<file path="config.mk">
export PLATFORM = sky130hd
export DESIGN_NAME = mirror_volume_controller_unit
export DESIGN_NICKNAME = d
export VERILOG_FILES = /design/src/hw/rtl/mvc_pkg.sv /design/src/hw/rtl/mvc_engine.sv /design/src/hw/rtl/mirror_volume_controller_unit.sv
export SDC_FILE = /design/constraint.sdc
export NUM_CORES = 1
export LEC_CHECK = 0
export BUFFER_PORTS_ARGS = -buffer_cell sky130_fd_sc_hd__buf_2
export CAP_MARGIN = 0
export CORE_MARGIN = 2
export CORE_UTILIZATION = 53
export DETAILED_ROUTE_END_ITERATION = 6
export GPL_ROUTABILITY_DRIVEN = 0
export HOLD_SLACK_MARGIN = 0.08
export PLACE_DENSITY = 0.83
export SLEW_MARGIN = 20
export SYNTH_ARGS = -nofsm -noshare
export SYNTH_HDL_FRONTEND = slang
export SYNTH_SLANG_ARGS = --single-unit
export TNS_END_PERCENT = 50
</file>
<file path="constraint.sdc">
create_clock -name clk -period 5.3 [get_ports clk]
set_clock_uncertainty 0.15 [all_clocks]
set_input_delay 0.53 -clock clk [delete_from_list [all_inputs] [get_ports clk]]
set_output_delay 0.53 -clock clk [all_outputs]
set_load 0.02 [all_outputs]
</file>
<file path="src/hw/rtl/mvc_pkg.sv">
// ----------------------------------------------------------------------------
// Mirrored-volume controller package
// Shared types, codes and helper functions for the controller and its engine.
// ----------------------------------------------------------------------------
package mvc_pkg;

  // Field widths fixed by the interface.
  localparam int ADDR_W   = 32;
  localparam int OFFSET_W = 16;
  localparam int HEALTH_W = 8;
  localparam int DEV_W    = 3;
  localparam int CNT_W    = 4;
  localparam int CFG_A_W  = 2;
  localparam int CFG_D_W  = 32;

  // Configuration register indexes.
  localparam logic [CFG_A_W-1:0] REG_DEVICE_COUNT  = 2'd0;
  localparam logic [CFG_A_W-1:0] REG_USABLE_BLOCKS = 2'd1;
  localparam logic [CFG_A_W-1:0] REG_BLOCK_OFFSET  = 2'd2;
  localparam logic [CFG_A_W-1:0] REG_INIT_HEALTH   = 2'd3;

  // Input item kinds.
  localparam logic [1:0] KIND_READ     = 2'd0;
  localparam logic [1:0] KIND_WRITE    = 2'd1;
  localparam logic [1:0] KIND_RESPONSE = 2'd2;
  localparam logic [1:0] KIND_START    = 2'd3;

  // Result item kinds.
  localparam logic [1:0] OUT_READ_CMD   = 2'd0;
  localparam logic [1:0] OUT_WRITE_CMD  = 2'd1;
  localparam logic [1:0] OUT_REQ_DONE   = 2'd2;
  localparam logic [1:0] OUT_START_DONE = 2'd3;

  // Completion status codes.
  localparam logic [1:0] STATUS_OK    = 2'd0;
  localparam logic [1:0] STATUS_FAULT = 2'd1;
  localparam logic [1:0] STATUS_RANGE = 2'd2;

  typedef enum logic [1:0] {
    VOL_OPTIMAL  = 2'd0,
    VOL_DEGRADED = 2'd1,
    VOL_FAULTY   = 2'd2
  } vol_state_t;

  typedef enum logic [1:0] {
    OP_IDLE  = 2'd0,
    OP_READ  = 2'd1,
    OP_WRITE = 2'd2
  } op_t;

  // Configuration as seen by the engine, member count already limited.
  typedef struct packed {
    logic [CNT_W-1:0]    member_total;
    logic [ADDR_W-1:0]   usable_blocks;
    logic [OFFSET_W-1:0] block_offset;
    logic [HEALTH_W-1:0] init_health;
  } cfg_t;

  // One result item plus its valid flag.
  typedef struct packed {
    logic              valid;
    logic [1:0]        kind;
    logic [DEV_W-1:0]  dev;
    logic [ADDR_W-1:0] addr;
    logic [1:0]        status;
    vol_state_t        vstate;
  } result_t;

  typedef struct packed {
    logic             found;
    logic [DEV_W-1:0] idx;
  } pick_t;

  // Lowest healthy member at or above from and below total.
  function automatic pick_t first_healthy(input logic [HEALTH_W-1:0] health,
                                          input logic [CNT_W-1:0] total,
                                          input logic [CNT_W-1:0] from);
    pick_t p;
    p.found = 1'b0;
    p.idx   = '0;
    for (int i = HEALTH_W - 1; i >= 0; i--) begin
      if (health[i] && (CNT_W'(i) >= from) && (CNT_W'(i) < total)) begin
        p.found = 1'b1;
        p.idx   = DEV_W'(i);
      end
    end
    return p;
  endfunction

  // Number of set bits in a health mask.
  function automatic logic [CNT_W-1:0] count_members(input logic [HEALTH_W-1:0] health);
    logic [CNT_W-1:0] c;
    c = '0;
    for (int i = 0; i < HEALTH_W; i++) begin
      c = c + CNT_W'(health[i]);
    end
    return c;
  endfunction

endpackage

</file>
<file path="src/hw/rtl/mvc_engine.sv">
// ----------------------------------------------------------------------------
// Mirrored-volume controller engine
// Holds the volume state and works out the result of one item per cycle while fire is high.
// ----------------------------------------------------------------------------
module mvc_engine #(
  parameter int MEMBERS = 8
) (
  input  logic                    clk,
  input  logic                    rst_n,
  input  logic                    fire,
  input  logic [1:0]              kind,
  input  logic [mvc_pkg::ADDR_W-1:0] addr,
  input  logic                    ok,
  input  mvc_pkg::cfg_t           cfg,
  output mvc_pkg::result_t        res
);

  mvc_pkg::vol_state_t           cond_r, cond_nxt;
  logic [MEMBERS-1:0]            health_r;
  logic [mvc_pkg::HEALTH_W-1:0]  health_nxt;
  mvc_pkg::op_t                  op_r, op_nxt;
  logic [mvc_pkg::DEV_W-1:0]     cur_r, cur_nxt;
  logic [mvc_pkg::CNT_W-1:0]     succ_r, succ_nxt;
  logic [mvc_pkg::ADDR_W-1:0]    target_r, target_nxt;

  logic [mvc_pkg::HEALTH_W-1:0]  health_ext;
  logic [mvc_pkg::HEALTH_W-1:0]  health_cleared;
  logic [mvc_pkg::HEALTH_W-1:0]  rsp_health;
  logic [mvc_pkg::HEALTH_W:0]    start_mask;
  logic [mvc_pkg::HEALTH_W-1:0]  start_health;
  logic [mvc_pkg::CNT_W-1:0]     start_cnt;
  logic [mvc_pkg::CNT_W-1:0]     succ_inc;
  logic [mvc_pkg::ADDR_W-1:0]    phys;
  logic                          in_range;
  mvc_pkg::pick_t                pick_req;
  mvc_pkg::pick_t                pick_rsp;

  // Health bits widened to the full member range; absent members read as failed.
  always_comb begin
    health_ext = '0;
    health_ext[MEMBERS-1:0] = health_r;
  end

  // Shared decision terms.
  assign health_cleared = health_ext & ~(mvc_pkg::HEALTH_W'(1) << cur_r);
  assign rsp_health     = ok ? health_ext : health_cleared;
  assign start_mask     = (9'd1 << cfg.member_total) - 9'd1;
  assign start_health   = cfg.init_health & start_mask[mvc_pkg::HEALTH_W-1:0];
  assign start_cnt      = mvc_pkg::count_members(start_health);
  assign succ_inc       = succ_r + mvc_pkg::CNT_W'(ok);
  assign phys           = addr + {{(mvc_pkg::ADDR_W-mvc_pkg::OFFSET_W){1'b0}},
                                  cfg.block_offset};
  assign in_range       = addr < cfg.usable_blocks;
  assign pick_req = mvc_pkg::first_healthy(health_ext, cfg.member_total, '0);
  assign pick_rsp = mvc_pkg::first_healthy(rsp_health, cfg.member_total,
                                           {1'b0, cur_r} + 4'd1);

  // Next state of the volume and of the pending operation.
  always_comb begin
    cond_nxt   = cond_r;
    health_nxt = health_ext;
    op_nxt     = op_r;
    cur_nxt    = cur_r;
    succ_nxt   = succ_r;
    target_nxt = target_r;
    if (fire) begin
      case (kind)
        mvc_pkg::KIND_START: begin
          health_nxt = start_health;
          op_nxt     = mvc_pkg::OP_IDLE;
          if (start_cnt == '0) begin
            cond_nxt = mvc_pkg::VOL_FAULTY;
          end else if (start_cnt < cfg.member_total) begin
            cond_nxt = mvc_pkg::VOL_DEGRADED;
          end else begin
            cond_nxt = mvc_pkg::VOL_OPTIMAL;
          end
        end
        mvc_pkg::KIND_RESPONSE: begin
          case (op_r)
            mvc_pkg::OP_READ: begin
              if (ok) begin
                op_nxt = mvc_pkg::OP_IDLE;
              end else begin
                health_nxt = health_cleared;
                if (pick_rsp.found) begin
                  cur_nxt = pick_rsp.idx;
                end else begin
                  op_nxt   = mvc_pkg::OP_IDLE;
                  cond_nxt = mvc_pkg::VOL_FAULTY;
                end
              end
            end
            mvc_pkg::OP_WRITE: begin
              succ_nxt   = succ_inc;
              health_nxt = rsp_health;
              if (pick_rsp.found) begin
                cur_nxt = pick_rsp.idx;
              end else begin
                op_nxt = mvc_pkg::OP_IDLE;
                if (succ_inc == '0) begin
                  cond_nxt = mvc_pkg::VOL_FAULTY;
                end else if (succ_inc < cfg.member_total) begin
                  cond_nxt = mvc_pkg::VOL_DEGRADED;
                end
              end
            end
            default: begin
              // A response with nothing outstanding is dropped.
            end
          endcase
        end
        default: begin
          // Read or write request on an idle, usable volume.
          if (op_r == mvc_pkg::OP_IDLE && cond_r != mvc_pkg::VOL_FAULTY && in_range) begin
            target_nxt = phys;
            succ_nxt   = '0;
            if (pick_req.found) begin
              op_nxt  = (kind == mvc_pkg::KIND_READ) ? mvc_pkg::OP_READ : mvc_pkg::OP_WRITE;
              cur_nxt = pick_req.idx;
            end else begin
              cond_nxt = mvc_pkg::VOL_FAULTY;
            end
          end
        end
      endcase
    end
  end

  // Result item for the current input.
  always_comb begin
    res.valid  = 1'b0;
    res.kind   = mvc_pkg::OUT_REQ_DONE;
    res.dev    = '0;
    res.addr   = '0;
    res.status = mvc_pkg::STATUS_OK;
    res.vstate = cond_nxt;
    if (fire) begin
      case (kind)
        mvc_pkg::KIND_START: begin
          res.valid  = 1'b1;
          res.kind   = mvc_pkg::OUT_START_DONE;
          res.status = (start_cnt == '0) ? mvc_pkg::STATUS_FAULT : mvc_pkg::STATUS_OK;
        end
        mvc_pkg::KIND_RESPONSE: begin
          if (op_r != mvc_pkg::OP_IDLE) begin
            res.valid = 1'b1;
            if (op_nxt != mvc_pkg::OP_IDLE) begin
              res.kind = (op_nxt == mvc_pkg::OP_READ) ? mvc_pkg::OUT_READ_CMD
                                                      : mvc_pkg::OUT_WRITE_CMD;
              res.dev  = cur_nxt;
              res.addr = target_nxt;
            end else begin
              res.status = (cond_nxt == mvc_pkg::VOL_FAULTY) ? mvc_pkg::STATUS_FAULT
                                                             : mvc_pkg::STATUS_OK;
            end
          end
        end
        default: begin
          res.valid = 1'b1;
          if (op_r != mvc_pkg::OP_IDLE || cond_r == mvc_pkg::VOL_FAULTY) begin
            res.status = mvc_pkg::STATUS_FAULT;
          end else if (!in_range) begin
            res.status = mvc_pkg::STATUS_RANGE;
          end else if (pick_req.found) begin
            res.kind = (op_nxt == mvc_pkg::OP_READ) ? mvc_pkg::OUT_READ_CMD
                                                    : mvc_pkg::OUT_WRITE_CMD;
            res.dev  = cur_nxt;
            res.addr = target_nxt;
          end else begin
            res.status = mvc_pkg::STATUS_FAULT;
          end
        end
      endcase
    end
  end

  // State registers.
  always_ff @(posedge clk) begin
    if (!rst_n) begin
      cond_r   <= mvc_pkg::VOL_FAULTY;
      health_r <= '0;
      op_r     <= mvc_pkg::OP_IDLE;
      cur_r    <= '0;
      succ_r   <= '0;
      target_r <= '0;
    end else begin
      cond_r   <= cond_nxt;
      health_r <= health_nxt[MEMBERS-1:0];
      op_r     <= op_nxt;
      cur_r    <= cur_nxt;
      succ_r   <= succ_nxt;
      target_r <= target_nxt;
    end
  end

  // The member with a command outstanding is still marked healthy.
  a_cur_healthy: assert property (@(posedge clk) disable iff (!rst_n)
    (op_r != mvc_pkg::OP_IDLE) |-> health_ext[cur_r])
    else $error("outstanding command addresses an unhealthy member");

  // Issuing a device command leaves an operation pending.
  a_cmd_pending: assert property (@(posedge clk) disable iff (!rst_n)
    (fire && res.valid && (res.kind == mvc_pkg::OUT_READ_CMD ||
                           res.kind == mvc_pkg::OUT_WRITE_CMD))
    |=> (op_r != mvc_pkg::OP_IDLE))
    else $error("device command issued without a pending operation");

  // Starting the volume aborts any pending operation.
  a_start_idle: assert property (@(posedge clk) disable iff (!rst_n)
    (fire && kind == mvc_pkg::KIND_START) |=> (op_r == mvc_pkg::OP_IDLE))
    else $error("operation still pending after start");

  // A successful start never leaves the volume faulty.
  a_start_grade: assert property (@(posedge clk) disable iff (!rst_n)
    (fire && res.valid && res.kind == mvc_pkg::OUT_START_DONE &&
     res.status == mvc_pkg::STATUS_OK) |=> (cond_r != mvc_pkg::VOL_FAULTY))
    else $error("volume faulty after a successful start");

  // Write successes cannot exceed HEALTH_W, the largest number of members.
  a_succ_bound: assert property (@(posedge clk) disable iff (!rst_n)
    succ_r <= mvc_pkg::CNT_W'(mvc_pkg::HEALTH_W))
    else $error("write success count out of range");

endmodule

</file>
<file path="src/hw/rtl/mirror_volume_controller_unit.sv">
// ----------------------------------------------------------------------------
// Mirrored-volume controller
// Top level: stream ports, configuration registers and result register.
// ----------------------------------------------------------------------------
// The controller takes one item every clock cycle while it is not stalled. An
// accepted item is held in the input register and its result is then written
// to the result register, from which it is taken. Throughput is set by the
// single-pass decision logic of the engine (a priority pick over the health
// bits, a 32-bit range compare and the offset add), so the input side only
// stalls while the result register is full and not being taken. A device
// response arriving with no command outstanding gives no result. There is no
// clearing pass after reset.
module mirror_volume_controller_unit #(
  parameter int MAX_DEVICES = 8
) (
  input  logic        clk,
  input  logic        rst_n,
  // Input items.
  input  logic        in_tvalid,
  output logic        in_tready,
  input  logic [39:0] in_tdata,   // block_address [31:0], response_ok [32], zeros above
  input  logic [1:0]  in_tuser,   // kind [1:0]
  // Result items.
  output logic        out_tvalid,
  input  logic        out_tready,
  output logic [39:0] out_tdata,  // device_index [2:0], physical_address [34:3],
                                  // status [36:35], volume_state [38:37], zero [39]
  output logic [1:0]  out_tuser,  // out_kind [1:0]
  // Configuration writes.
  input  logic        cfg_we,
  input  logic [1:0]  cfg_addr,
  input  logic [31:0] cfg_wdata
);

  localparam int MEMBERS = (MAX_DEVICES > mvc_pkg::HEALTH_W) ? mvc_pkg::HEALTH_W
                                                               : MAX_DEVICES;

  logic [mvc_pkg::CNT_W-1:0]    dev_count_r;
  logic [mvc_pkg::ADDR_W-1:0]   usable_r;
  logic [mvc_pkg::OFFSET_W-1:0] offset_r;
  logic [mvc_pkg::HEALTH_W-1:0] init_health_r;

  logic                         s1_valid_r;
  logic [1:0]                   s1_kind_r;
  logic [mvc_pkg::ADDR_W-1:0]   s1_addr_r;
  logic                         s1_ok_r;
  logic                         s1_advance;

  logic                         out_valid_r;
  logic [1:0]                   out_kind_r;
  logic [mvc_pkg::DEV_W-1:0]    out_dev_r;
  logic [mvc_pkg::ADDR_W-1:0]   out_addr_r;
  logic [1:0]                   out_status_r;
  logic [1:0]                   out_vstate_r;

  mvc_pkg::cfg_t                cfg;
  mvc_pkg::result_t             res;

  // Configuration registers.
  always_ff @(posedge clk) begin
    if (!rst_n) begin
      dev_count_r   <= 4'd2;
      usable_r      <= '0;
      offset_r      <= '0;
      init_health_r <= '0;
    end else if (cfg_we) begin
      case (cfg_addr)
        mvc_pkg::REG_DEVICE_COUNT:  dev_count_r   <= cfg_wdata[mvc_pkg::CNT_W-1:0];
        mvc_pkg::REG_USABLE_BLOCKS: usable_r      <= cfg_wdata[mvc_pkg::ADDR_W-1:0];
        mvc_pkg::REG_BLOCK_OFFSET:  offset_r      <= cfg_wdata[mvc_pkg::OFFSET_W-1:0];
        mvc_pkg::REG_INIT_HEALTH:   init_health_r <= cfg_wdata[mvc_pkg::HEALTH_W-1:0];
        default: begin
        end
      endcase
    end
  end

  // Member count limited to the members this build supports.
  assign cfg.member_total  = (dev_count_r > mvc_pkg::CNT_W'(MEMBERS))
                             ? mvc_pkg::CNT_W'(MEMBERS) : dev_count_r;
  assign cfg.usable_blocks = usable_r;
  assign cfg.block_offset  = offset_r;
  assign cfg.init_health   = init_health_r;

  // Input register; it moves on whenever the result register can take a result.
  assign s1_advance = s1_valid_r && (!out_valid_r || out_tready);
  assign in_tready  = !s1_valid_r || s1_advance;

  always_ff @(posedge clk) begin
    if (!rst_n) begin
      s1_valid_r <= 1'b0;
    end else if (in_tready) begin
      s1_valid_r <= in_tvalid;
    end
  end

  always_ff @(posedge clk) begin
    if (in_tready && in_tvalid) begin
      s1_kind_r <= in_tuser;
      s1_addr_r <= in_tdata[mvc_pkg::ADDR_W-1:0];
      s1_ok_r   <= in_tdata[mvc_pkg::ADDR_W];
    end
  end

  mvc_engine #(
    .MEMBERS (MEMBERS)
  ) u_engine (
    .clk   (clk),
    .rst_n (rst_n),
    .fire  (s1_advance),
    .kind  (s1_kind_r),
    .addr  (s1_addr_r),
    .ok    (s1_ok_r),
    .cfg   (cfg),
    .res   (res)
  );

  // Result register.
  always_ff @(posedge clk) begin
    if (!rst_n) begin
      out_valid_r <= 1'b0;
    end else if (s1_advance) begin
      out_valid_r <= res.valid;
    end else if (out_tready) begin
      out_valid_r <= 1'b0;
    end
  end

  always_ff @(posedge clk) begin
    if (s1_advance) begin
      out_kind_r   <= res.kind;
      out_dev_r    <= res.dev;
      out_addr_r   <= res.addr;
      out_status_r <= res.status;
      out_vstate_r <= res.vstate;
    end
  end

  assign out_tvalid = out_valid_r;
  assign out_tuser  = out_kind_r;
  assign out_tdata  = {1'b0, out_vstate_r, out_status_r, out_addr_r, out_dev_r};

endmodule
</file>
==> results_tabular.tex <==
\begin{tabular}{lr}
\hline
Metric & Value \\
\hline
\multicolumn{2}{l}{\textbf{Finish}} \\
Fraction of final layout cells with drive strength greater than 1 & 0.1647 \\
Total area of multi-input combinational cells & 5014 um\^{}2 \\
Final antenna diode count & 0 \\
Final Cell Area & 11380 um\^{}2 \\
Layout Nets & about 1.3k \\
Non-filler cells in the finished layout & between 1k and 1.5k \\
Util after Layout & 0.6147 \\
P\&R area growth vs syn & 14.72\% \\
Fill cell total of the finished layout & between 1k and 1.5k \\
Sequential standard cell area & between 4000 and 5000 um\^{}2 \\
\multicolumn{2}{l}{\textbf{Clock tree}} \\
Clock latency of the later-clocked register in the worst-skew pair & 0.45 ns \\
Clock tree from TritonCTS & yes \\
Clock transition at the registers of the reported paths & 0.08 ns \\
Sink Count & 189 \\
H-Tree Depth & 4 \\
Root cell of the clock tree & clkbuf\_16 \\
CTS buffer count & 17 \\
Max Root-Sink Buffers & 2 \\
\multicolumn{2}{l}{\textbf{Drt}} \\
Iteration-0 DRC count of the detailed router & 907 \\
Count of nets left with antenna violations after detail routing & 0 \\
Wirelength, routed & roughly 25000 um \\
First-pass detailed-route iteration total & 7 \\
Total via count in the routed design & 8430 \\
Avg WL per Cell & 17.46 um \\
Mean number of vias per cell & 5.945 \\
Detailed-route DRC error count & 0 \\
\multicolumn{2}{l}{\textbf{Pwr}} \\
Pint & 2.350 mW \\
Static power due to leakage & $\sim$4.4 nW \\
Comb power frac & 0.098 \\
PwrDens & 281.0 nW/um\^{}2 \\
Worst vdd ir & 0.0002266 V \\
Fraction of power spent switching nets & 0.2652 \\
Net switching power of the design & 848.2 uW \\
Clock network power share & 0.403 \\
Sequential group share of total power & 0.499 \\
\multicolumn{2}{l}{\textbf{Synthesis}} \\
Cells taking the most area after synthesis & edfxtp\_1 23\%, dfxtp\_1 23\%, ha\_1 8.7\%, a21oi\_1 6.8\%, nand2\_1 5.8\% \\
Mapped cell area & 9922 um\^{}2 \\
Count of yosys warnings during synthesis & 0 \\
Top\_reg\_cell synth & dfxtp\_1 \\
Fraction of post-synthesis cell area in the top cell type by area & 0.2300 \\
Proportion of register bits with asynchronous set or reset after synthesis & 0 \\
Dominant cell by count in the synthesized netlist & nand2\_1 \\
Synth Instances & roughly 1.1k \\
Commonest cells post-synth & 154 x nand2\_1, 135 x a21oi\_1, 113 x dfxtp\_1 \\
Portion of the post-synthesis area used by sequential elements & 0.4580 \\
Yosys top cell by area & edfxtp\_1 \\
Avg Synthesized Cell Area & 9.308 um\^{}2 \\
Synthesized net count & 1221 \\
Number of enable flip-flop cells after synthesis & 76 \\
\#FFs+latches synth & roughly 190 \\
Distinct cells, synth & 78 \\
\multicolumn{2}{l}{\textbf{GRT}} \\
Total GRT Usage & 0.2500 \\
Number of antenna violations at the first check in global routing & 0 \\
Maximum number of pins on one net before global-route repair & slightly above 70 \\
Wire length of the first global-routing pass & between 30000 and 40000 um \\
Via count of the first global-routing pass & 7885 \\
Total congestion overflow after global routing & 0 \\
\multicolumn{2}{l}{\textbf{Job}} \\
Max Cap Violations & 0 \\
\multicolumn{2}{l}{\textbf{Critical path}} \\
Kind of start point of the critical path & flip-flop \\
Length in cells of the worst reg-to-reg path & 20 \\
Data arrival time of the critical path & 5.28 ns \\
Type of the worst setup path & reg2reg \\
Endpoint class of the critical path & flip-flop \\
Data required time of the worst path & 5.41 ns \\
Max Fanout on Critical Path & 3 \\
\multicolumn{2}{l}{\textbf{Place}} \\
Placed Area & around 11000 um\^{}2 \\
Half-perimeter wire length after detailed placement & 17460 um \\
Count of placed standard cells including taps & 1385 \\
Port Buffer Count & around 120 \\
\multicolumn{2}{l}{\textbf{Floorplanning}} \\
FP Rows & 50 \\
IO Count & 125 \\
Floorplan core area & 18520 um\^{}2 \\
Horizontal extent of the die & 140.8 um \\
Total Die Area & 19830 um\^{}2 \\
Effective utilization at floorplan & 0.5358 \\
Vertical die dimension & 140.8 um \\
\multicolumn{2}{l}{\textbf{Timing}} \\
Worst slew slack as a fraction of its limit & 0.2930 \\
Unrepaired setup endpoints after global routing & no \\
Final setup violating endpoints & 0 \\
Worst Tran Pin Value & 1.057 ns \\
Total count of max-transition violations in the final report & 0 \\
Hold Vio Cnt, Final & 0 \\
Max frequency & 0.1935 GHz \\
Period utilization & 0.9749 \\
Post-route minimum period & 5.167 ns \\
\multicolumn{2}{l}{\textbf{Min path}} \\
Hold Crit Depth & 1 \\
Kind of path behind the tightest hold check & in2reg \\
\multicolumn{2}{l}{\textbf{Run status}} \\
Outcome & finished clean \\
\hline
\end{tabular}
[power by group through the flow]
stage | Combinational [mW] | Clock, mW | Sequential [mW]
detailed placement | 0.305 | 0 | 1.63
global placement | 0.296 | 0 | 1.62
CTS | 0.309 | 1.30 | 1.59
global route | 0.348 | 1.36 | 1.60
floorplan | 0.193 | 0 | 1.63
finish | 0.315 | 1.29 | 1.59
[metal layers]
layer / vias up / share of wire / track usage
met5: - / 0 / 0
met4: 0 / 0.024 / 0.07579
met3: 57 / 0.072 / 0.05163
met2: 389 / 0.48 / 0.4175
met1: 3948 / 0.42 / 0.3295
li1: 4036 / - / -
[cell type report]
cell class / count / share of cell area
Timing Repair Buffer: 131 / 0.06090
Inverter: 62 / 0.02045
Multi-Input combinational cell: 770 / 0.4405
Tap cell: 234 / 0.02572
Clock buffer: 17 / 0.03737
Sequential cell: 189 / 0.3994
Clock inverter: 15 / 0.01572
[per-stage QoR]
stage	hold slack (ns)	TNS [ns]	setup slack [ns]	total power [mW]
detailed placement	0.2928	-0.07940	-0.07940	1.931
global placement	0.2893	0	0.09274	1.921
floorplan	0.2818	0	0.2038	1.820
CTS	0.1003	0	0.02524	3.204
finish	0.1058	0	0.1328	3.198
global route	0.08936	0	0.009117	3.310
[cell usage in the layout, fill, tap and decap left out, drive strengths merged, types with 10 or more instances in the layout]
master / count
nand2: 154
clkinv: 11
mux2i: 31
o21a: 11
clkbuf: 17
a21oi: 135
nor3: 13
and2: 14
inv: 65
edfxtp: 76
o21ai: 35
nor2: 83
xor2: 18
ha: 69
nor2b: 14
dfxtp: 113
xnor2: 13
a211oi: 14
nand4: 13
a221oi: 10
nand3: 17
buf: 131
[worst max-delay path, stage by stage (launching register included)]
cell      delay [ns]
dfxtp_2         0.32
or4_4           0.57
ha_4            0.28
nor2b_1         0.05
ha_1            0.27
inv_1           0.05
fa_1            0.51
inv_2           0.04
fa_1            0.49
inv_2           0.04
fa_2            0.36
fa_2            0.56
inv_1           0.06
ha_1            0.27
a21oi_1         0.06
nor2b_1         0.12
o21ai_1         0.08
nand4b_1        0.10
o41ai_2         0.10
a211o_1         0.32
o32ai_2         0.20
[logic make-up (layout without fill, tap and decap cells)]
logic type | after synthesis | after routing | share of synthesized area
adders and majority gates | 74 | 74 | 0.09710
xor gates and xnor gates | 31 | 31 | 0.02736
buffers and inverters | 107 | 225 | 0.04300
AOI/OAI and AO/OA | 279 | 279 | 0.1777
DFF | 189 | 189 | 0.4580
and+or+nand+nor | 354 | 354 | 0.1652
muxes | 31 | 31 | 0.03127
other | 1 | 1 | 0.0003779
[flip-flops by register name (all words and copies together), names as in the netlist, 3 cells and up]
signal,cells
dev_count_r,4
init_health_r,8
offset_r,16
out_addr_r,32
out_dev_r,3
s1_addr_r,32
u_engine.cur_r,3
u_engine.health_ext,8
u_engine.succ_r,4
u_engine.target_r,32
usable_r,32
[what timing repair did]
item,in CTS,in global routing
gates resized for setup,3,10
pin swaps,0,9
gates cloned,0,0
hold buffers,0,0
setup endpoints to repair,1,4
buffers inserted,0,1
[final timing paths]
check,startpoint,end,slack [ns]
setup reg to reg,dev_count_r[2],out_status_r[0],0.13
setup / recovery,dev_count_r[2],out_status_r[0],0.13
hold reg to reg,usable_r[17],usable_r[17],0.31
hold / removal,in_tdata[32],s1_ok_r,0.11
(Power assumes the default switching activity.)
